--- src/design/dr_pkg.sv ---
`timescale 1ns / 1ps
// ----------------------------------------------------------------------------
// dr_pkg: shared types and constants for the double remainder unit
// Holds the field layout of binary64 and the sequencer state encoding.
// ----------------------------------------------------------------------------
package dr_pkg;

    localparam int unsigned SigW = 53;
    localparam int unsigned ExpW = 11;
    localparam int unsigned BexpW = 13;

    localparam logic [63:0] QnanBits = 64'h7FF8_0000_0000_0000;
    localparam logic [ExpW-1:0] ExpAll1 = 11'h7FF;

    // One-hot sequencer states.
    typedef enum logic [5:0] {
        ST_IDLE  = 6'b000001,
        ST_NORM  = 6'b000010,
        ST_DIV   = 6'b000100,
        ST_RNORM = 6'b001000,
        ST_DENRM = 6'b010000,
        ST_OUT   = 6'b100000
    } state_t;

endpackage

--- src/design/double_remainder.sv ---
`timescale 1ns / 1ps
// ----------------------------------------------------------------------------
// double_remainder: exact binary64 fmod on raw bit patterns
// Special cases go straight to the output state; otherwise the sequencer
// normalizes both operands, runs one restoring shift-subtract step per unit of
// exponent difference, then normalizes and denormalizes the result. One beat in
// flight: a new input is taken only in idle. Reset clears the sequencer and valid.
// ----------------------------------------------------------------------------
module double_remainder (
    input  logic        clk,
    input  logic        rst_n,
    input  logic        in_valid,
    output logic        in_stall,
    input  logic [63:0] dividend_bits,
    input  logic [63:0] divisor_bits,
    output logic        out_valid,
    input  logic        out_stall,
    output logic [63:0] remainder_bits
);

    dr_pkg::state_t state_reg, state_next;

    // Working registers.
    logic [54:0]                      m_reg, m_next;
    logic [dr_pkg::SigW-1:0]          my_reg, my_next;
    logic signed [dr_pkg::BexpW-1:0]  bx_reg, bx_next;
    logic signed [dr_pkg::BexpW-1:0]  by_reg, by_next;
    logic                             sign_reg, sign_next;
    logic [63:0]                      res_reg, res_next;

    // Input decode.
    logic [62:0] ax, ay;
    logic [10:0] ex, ey;
    logic        fy_nz, special_nan, pass_x, is_eq;
    // Shared subtract unit.
    logic [55:0] diff;
    logic        ge;

    assign ax = dividend_bits[62:0];
    assign ay = divisor_bits[62:0];
    assign ex = ax[62:52];
    assign ey = ay[62:52];
    assign fy_nz = |ay[51:0];
    assign special_nan = (ex == dr_pkg::ExpAll1) || ((ey == dr_pkg::ExpAll1) && fy_nz)
                         || (ay == 63'd0);
    assign pass_x = ((ey == dr_pkg::ExpAll1) && !fy_nz) || (ax == 63'd0) || (ax < ay);
    assign is_eq = (ax == ay);

    assign diff = {1'b0, m_reg} - {3'b000, my_reg};
    assign ge = !diff[55];

    assign in_stall = (state_reg != dr_pkg::ST_IDLE);
    assign out_valid = (state_reg == dr_pkg::ST_OUT);
    assign remainder_bits = res_reg;

    // Sequencer.
    always_comb
    begin
        state_next = state_reg;
        m_next = m_reg;
        my_next = my_reg;
        bx_next = bx_reg;
        by_next = by_reg;
        sign_next = sign_reg;
        res_next = res_reg;
        case (state_reg)
            dr_pkg::ST_IDLE:
            begin
                if (in_valid)
                begin
                    sign_next = dividend_bits[63];
                    m_next = {2'b00, (ex != 11'd0), ax[51:0]};
                    my_next = {(ey != 11'd0), ay[51:0]};
                    bx_next = (ex == 11'd0) ? 13'sd1 : $signed({2'b00, ex});
                    by_next = (ey == 11'd0) ? 13'sd1 : $signed({2'b00, ey});
                    if (special_nan)
                    begin
                        res_next = dr_pkg::QnanBits;
                        state_next = dr_pkg::ST_OUT;
                    end
                    else if (pass_x)
                    begin
                        res_next = dividend_bits;
                        state_next = dr_pkg::ST_OUT;
                    end
                    else if (is_eq)
                    begin
                        res_next = {dividend_bits[63], 63'd0};
                        state_next = dr_pkg::ST_OUT;
                    end
                    else
                    begin
                        state_next = dr_pkg::ST_NORM;
                    end
                end
            end
            dr_pkg::ST_NORM:
            begin
                // One bit of normalization per cycle, on the dividend first, then the divisor.
                if (!m_reg[52])
                begin
                    m_next = {m_reg[53:0], 1'b0};
                    bx_next = bx_reg - 13'sd1;
                end
                else if (!my_reg[52])
                begin
                    my_next = {my_reg[51:0], 1'b0};
                    by_next = by_reg - 13'sd1;
                end
                else
                begin
                    state_next = dr_pkg::ST_DIV;
                end
            end
            dr_pkg::ST_DIV:
            begin
                // Restoring step; bx counts down to by.
                if (bx_reg > by_reg)
                begin
                    m_next = ge ? {diff[53:0], 1'b0} : {m_reg[53:0], 1'b0};
                    bx_next = bx_reg - 13'sd1;
                end
                else
                begin
                    m_next = ge ? diff[54:0] : m_reg;
                    state_next = dr_pkg::ST_RNORM;
                end
            end
            dr_pkg::ST_RNORM:
            begin
                if (m_reg == 55'd0)
                begin
                    res_next = {sign_reg, 63'd0};
                    state_next = dr_pkg::ST_OUT;
                end
                else if (!m_reg[52])
                begin
                    m_next = {m_reg[53:0], 1'b0};
                    by_next = by_reg - 13'sd1;
                end
                else if (by_reg >= 13'sd1)
                begin
                    res_next = {sign_reg, by_reg[10:0], m_reg[51:0]};
                    state_next = dr_pkg::ST_OUT;
                end
                else
                begin
                    state_next = dr_pkg::ST_DENRM;
                end
            end
            dr_pkg::ST_DENRM:
            begin
                // Shift right until the exponent reaches one; drops only zeros.
                if (by_reg < 13'sd1)
                begin
                    m_next = {1'b0, m_reg[54:1]};
                    by_next = by_reg + 13'sd1;
                end
                else
                begin
                    res_next = {sign_reg, 11'd0, m_reg[51:0]};
                    state_next = dr_pkg::ST_OUT;
                end
            end
            dr_pkg::ST_OUT:
            begin
                if (!out_stall)
                begin
                    state_next = dr_pkg::ST_IDLE;
                end
            end
            default:
            begin
                state_next = dr_pkg::ST_IDLE;
            end
        endcase
    end

    // Control state.
    always_ff @(posedge clk or negedge rst_n)
    begin
        if (!rst_n)
        begin
            state_reg <= dr_pkg::ST_IDLE;
        end
        else
        begin
            state_reg <= state_next;
        end
    end

    // Datapath registers.
    always_ff @(posedge clk)
    begin
        m_reg <= m_next;
        my_reg <= my_next;
        bx_reg <= bx_next;
        by_reg <= by_next;
        sign_reg <= sign_next;
        res_reg <= res_next;
    end

    // The partial remainder stays below twice the divisor during division.
    assert property (@(posedge clk) disable iff (!rst_n)
        (state_reg == dr_pkg::ST_DIV) |-> (m_reg < {my_reg, 1'b0}))
        else $error("partial remainder out of range");

    // A result beat holds while stalled.
    assert property (@(posedge clk) disable iff (!rst_n)
        (out_valid && out_stall) |=> (out_valid && $stable(remainder_bits)))
        else $error("result changed under stall");

    // Input is never taken while a result is pending.
    assert property (@(posedge clk) disable iff (!rst_n)
        out_valid |-> in_stall)
        else $error("input accepted while busy");

endmodule
--- config.mk ---
export PLATFORM = sky130hd
export DESIGN_NAME = double_remainder
export DESIGN_NICKNAME = d
export VERILOG_FILES = /design/src/design/dr_pkg.sv /design/src/design/double_remainder.sv
export SDC_FILE = /design/constraint.sdc
export NUM_CORES = 1
export LEC_CHECK = 0
export ABC_CLOCK_PERIOD_IN_PS = 18850
export BUFFER_PORTS_ARGS = -buffer_cell sky130_fd_sc_hd__buf_2
export CAP_MARGIN = 20
export CORE_ASPECT_RATIO = 1.1
export CORE_MARGIN = 4
export CORE_UTILIZATION = 43
export CTS_BUF_LIST = sky130_fd_sc_hd__clkbuf_16
export DETAILED_ROUTE_END_ITERATION = 7
export HOLD_SLACK_MARGIN = 0.1
export PLACE_DENSITY = 0.59
export SLEW_MARGIN = 20
export SYNTH_ARGS = -nofsm -noshare
export SYNTH_HDL_FRONTEND = slang
export SYNTH_SLANG_ARGS = --single-unit
--- constraint.sdc ---
create_clock -name clk -period 18.85 [get_ports clk]
set_input_delay 0.9425 -clock clk [delete_from_list [all_inputs] [get_ports clk]]
set_output_delay 0.9425 -clock clk [all_outputs]
set_load 0.01 [all_outputs]
# After elaboration in Yosys (flattened, before gate mapping)
# Index checks and enable logic that the tools add are counted.
[op_classes]
addsub = 4
magnitude_cmp = 4
eq_ne = 26
n_mux = 47
n_reduce_logical = 28
[op_table]
columns = ["operator", "count"]
rows = [
  ["2-to-1 mux 64 bit", 8],
  ["2-to-1 mux 55 bit", 7],
  ["one-hot mux 55 bit (5 select lines)", 1],
  ["one-hot mux 64 bit (3 select lines)", 1],
  ["2-to-1 mux 53 bit", 3],
  ["zero test 63 bit", 2],
  ["2-to-1 mux 13 bit", 9],
  ["one-hot mux 53 bit (2 select lines)", 1],
  ["2-to-1 mux 6 bit", 12],
  ["equality test 63 bit", 1],
  ["< comparator 63 bit", 1],
  ["subtractor 55 x 53 -> 56 bit", 1],
  ["zero test 55 bit", 1],
  ["one-hot mux 13 bit (4 select lines)", 1],
  ["OR reduction 52 bit", 1],
  ["one-hot mux 13 bit (3 select lines)", 1],
  ["one-hot mux 6 bit (6 select lines)", 1],
  ["subtractor 13 x 2 -> 13 bit, second input constant", 2],
  ["!= test 2 bit, second input constant", 12],
  ["equality test 11 bit, second input constant", 2],
  ["zero test 11 bit", 2],
  ["2-to-1 mux 11 bit", 2],
  ["nonzero test 11 bit", 2],
  ["AND reduction 7 bit", 2],
  ["other kinds (25)", 33],
]
[word_totals]
reg_bits = 205
inputBits = 132
out_inout_bits = 66
wordCells = 117

# Longest topological paths before layout
[depth]
word_depth = 9
mapped_depth = 16
mapped_depth_nobuf = 14

# Least setup slack after synthesis
# OpenSTA, ideal clock, no wires.
[synth_timing]
path_kind = "input -> register"
start = "in divisor_bits[56]"
end = "reg res_reg[0] (netlist: remainder_bits[0]) (enable)"
setup_ns = 0.831
arrival_ns = 12.565
required_time_ns = 18.019
slack_ns = 5.454
cell_stages = 11
n_path_buf = 0
path_cell_list = "inv_1 ha_1 a21o_1 a21o_1 a21o_1 a21oi_1 nor2b_1 o311ai_0 nand3_1 a22o_1 a2111oi_0"
[synth_between]
elab_chain_len = 6
elab_cells_between_ends = 12
cone_classes = "1 x order compare; 3 x eq/ne; 8 x reduce/logical"
[synth_lines]
columns = ["element", "line", "source"]
rows = [
  ["start, declared", "double_remainder.sv:15", "input logic [63:0] divisor_bits,"],
  ["parallel branches: the longest is 4 deep, another holds < comparator 63 bit", "n/a", ""],
  ["!= test 4 bit (no line) (*)", "n/a", ""],
  ["AND reduction 6 bit (no line) (*)", "n/a", ""],
  ["end signal, assigned", "double_remainder.sv:200", "res_reg <= res_next;"],
  ["end, declared", "double_remainder.sv:29", "logic [63:0] res_reg, res_next;"],
]
# Every way passes the cells marked *.
# A chain may end at the register's enable or synchronous reset.

# Final worst setup path
[layout_timing]
start = "in dividend_bits[1]"
end = "reg res_reg[29] (netlist: remainder_bits[29]) (enable)"
[layout_between]
elab_chain_len = 5
elab_cells_between_ends = 7
cone_classes = "1 x order compare; 2 x eq/ne; 4 x reduce/logical"
[layout_lines]
columns = ["element", "line", "source"]
rows = [
  ["start, declared", "double_remainder.sv:14", "input logic [63:0] dividend_bits,"],
  ["parallel branches: the longest is 3 deep, another holds < comparator 63 bit", "n/a", ""],
  ["!= test 4 bit (no line) (*)", "n/a", ""],
  ["AND reduction 6 bit (no line) (*)", "n/a", ""],
]
# Marks and branches as above.

==> run metrics <==
status finished, final reports clean; Worst-path clk slew roughly 0.06 ns; CTS tree built; CP cell instances buf_2, ha_1, nor2b_1, o21a_1, o21ai_0, a21oi_1, o311a_1, o21ai_0, o2111ai_1, a22o_1, a2111oi_2, buf_4; synthesized area per cell a little over 9 um2; Antenna Cells 0; Root Buffer clkbuf_16; register area share after synthesis 37.1%; fmax between 150 and 200 MHz; type of origin of the critical path primary input; Cell Area, Synth 16,500 um2; endpoint class of the critical path flop; setup TNS 0 ns; Area after DPL 17,900 um2; vias in the first global route between 15,000 and 20,000; Leakage about 8 nW; max FFs per register 64; Synth area leaders edfxtp_1, ha_1, nand2_1; Hold WC Path Type primary input to asynchronous set/reset pin; Num CTS Buffers 25; Bufs and invs on worst path 2; 1st-pass router iterations 8; Clock Skew 0.0190 ns; Port Buf Inserts ~200; logic gate share of total power a little under three fifths; cell count after synthesis roughly 1,800; clock sink count ~210; Reg power frac between 30% and 40%; fin area 18,700 um2; Final Hold Vio Count 0; core area approximately 38,000 um2; Final Cycle Share 28.7%; post-CTS sizing 0; routed len/inst 25.0 um; slew margin rel. about 40%; RSZ-0062 raised after global routing no; critical path class primary input to flop; crit path DAT around 5.6 ns; Synth Area in Compound Gates 24.4%; measured slew at the worst slew-check pin slightly below 0.9 ns; Post-CTS Setup Inserts 0; first-pass GRT wire length slightly above 90,000 um; die area around 42,000 um2; R2R depth 12; initial antenna violation count 0; Critical Path RT 19.02 ns; NetSw 0.00156 W; GP Congestion 0.931; Post-Synth Adder-Cell Area around a tenth; Skew-Pair Late Insertion Delay roughly 0.56 ns; Max Slew Vio Count 0; crit-path max FO ~60; switching share of power approximately 47%; vias per inst about 6.4; drt drc 0; total wire length slightly above 60,000 um; Yosys top cell by area edfxtp_1; Post-CTS Hold Buffers 0; slowest CP cell buf_4; xor and xnor area share after synthesis under 10%; Most Frequent Cell on Critical Path o21ai_0; initial core utilization 43.4%; total number of vias 15,667; ys async rst share 2.93%; Global Route Usage Sum roughly 28%; Final setup viols 0; minimum clock period about 5.4 ns; H-tree depth 1; share of the synthesized area in the top cell type 36.1%; Post-synth EDFFs about 200; PwrDens between 150 and 200 nW/um2; Synth cell types 85; nets@finish approximately 2,200; largest net degree at the start of global routing just under 70; DR iter-0 viols between 1,500 and 2,000; predominant post-synthesis flop cell edfxtp_1; largest family of logic cells by synthesized area compound AO/OA/AOI/OAI gates; syn_nets 2,072; Post-Layout Cell Count approximately 2,500; YS warnings 0; Internal Power around 0.0017 W; antenna-violating nets left 0; row count 75; die width 195 um; simple-gate portion of the synthesized area 16.1%; total gr overflow 0; max-cap viol count 0; Worst path max stage delay between 0.7 and 0.8 ns; area grow syn2layout 13.2%; maximum vdd drop ~0.09 mV; placed insts approximately 2,400; Crit. path cell count 12; I/O pin total 198; register bit total from synthesis 205; Longest Clk Path Bufs 3; CP top delay family compound AO/OA/AOI/OAI gates; dpl hpwl ~46,000 um; share of cells above drive strength 1 about 15%; clock network fraction of design power about 15%; mux contribution to synthesized area approximately 2.4%; Die H around 210 um
[cell usage in the layout, fill, tap and decap left out, types with 23 or more instances in the layout]
master	instances
nor4_1	54
o21ai_0	65
edfxtp_1	199
xor2_1	23
a21o_1	45
nand2_1	195
clkbuf_16	25
buf_2	196
a21oi_1	103
ha_1	133
inv_1	154
a22o_1	52
nand4_1	46
a31oi_1	24
o211ai_1	38
mux2i_1	31
nor3_1	23
a222oi_1	34
nand3_1	31
o31ai_1	53
xnor2_1	49
nor2_1	104
[cells by family after synthesis]
logic type                 after synthesis
buffers and inverters                  255
and+or+nand+nor                        545
AOI/OAI and AO/OA                      556
DFF                                    205
xor gates and xnor gates                72
muxes                                   39
adders and majority gates              134
[stage by stage]
step                hold WS (ns)  util, %  power, W  worst slack [ns]
finish                     0.205     49.1   0.00329             13.43
global route               0.204     49.1   0.00352             13.14
CTS                        0.182     49.1   0.00328             13.41
detailed placement         0.529     47.0   0.00278             12.91
global placement           0.513     47.0   0.00276             12.90
floorplan                  0.496        -   0.00226              5.45
[synth_stat cells, drive strengths merged, types with 7 or more instances]
| cell type | number |
|---|---|
| and2 | 9 |
| mux2i | 31 |
| a21oi | 105 |
| inv | 148 |
| mux2 | 8 |
| o211ai | 38 |
| clkbuf | 92 |
| o21a | 12 |
| o221ai | 20 |
| nand2b | 11 |
| nor4 | 55 |
| nor2 | 106 |
| a31oi | 24 |
| nand4 | 46 |
| a221o | 7 |
| nand3 | 31 |
| or2 | 10 |
| a22o | 52 |
| xor2 | 23 |
| o22ai | 12 |
| ha | 133 |
| a211oi | 7 |
| a222oi | 34 |
| a22oi | 16 |
| edfxtp | 199 |
| xnor2 | 49 |
| nor3b | 7 |
| nor2b | 11 |
| nand2 | 197 |
| and3 | 9 |
| nor3 | 24 |
| o31ai | 54 |
| a221oi | 17 |
| a21o | 45 |
| buf | 15 |
| o21ai | 66 |
[final timing paths]
kind / start / end / slack, ns
hold reg to reg: sign_reg$_DFFE_PP_ / remainder_bits[63]$_DFFE_PP_ / 0.55
hold / removal: rst_n / state_reg[4]$_DFFE_PN0P_ / 0.20
max in group asynchronous: rst_n / state_reg[0]$_DFFE_PN1P_ / 18.42
setup reg to reg: m_reg[11]$_DFFE_PP_ / m_reg[47]$_DFFE_PP_ / 13.91
setup / recovery: dividend_bits[1] / remainder_bits[29]$_DFFE_PP_ / 13.43
min in group clk: sign_reg$_DFFE_PP_ / remainder_bits[63]$_DFFE_PP_ / 0.55
[power groups by stage]
| stage | logic, W | registers (W) | clock network (W) |
|---|---|---|---|
| after floorplan | 0.00126 | 0.000996 | 0 |
| after global placement | 0.00177 | 0.000994 | 0 |
| after detailed placement | 0.00179 | 0.000997 | 0 |
| after CTS | 0.00180 | 0.000989 | 0.000495 |
| after global routing | 0.00199 | 0.00102 | 0.000515 |
| final | 0.00181 | 0.000993 | 0.000485 |
[final cells by class]
| class | instances | area, um2 |
|---|---|---|
| well taps | 500 | 626 |
| clock inverters | 21 | 181 |
| flip-flops and latches | 205 | 6130 |
| fillers | 3708 | 19400 |
| multi-input cells | 1346 | 9480 |
| inverters | 148 | 556 |
| repair buffers | 214 | 1120 |
| clock buffers | 25 | 626 |
[layer usage]
layer / GRT usage [%] / up-vias / wire length [um]
met5: 0 / - / 0
met4: 11.2 / 0 / 2720
met3: 3.35 / 123 / 4270
met2: 47.4 / 688 / 28700
met1: 37.7 / 7630 / 25700
li1: - / 7226 / -
(Power assumes the default switching activity.)
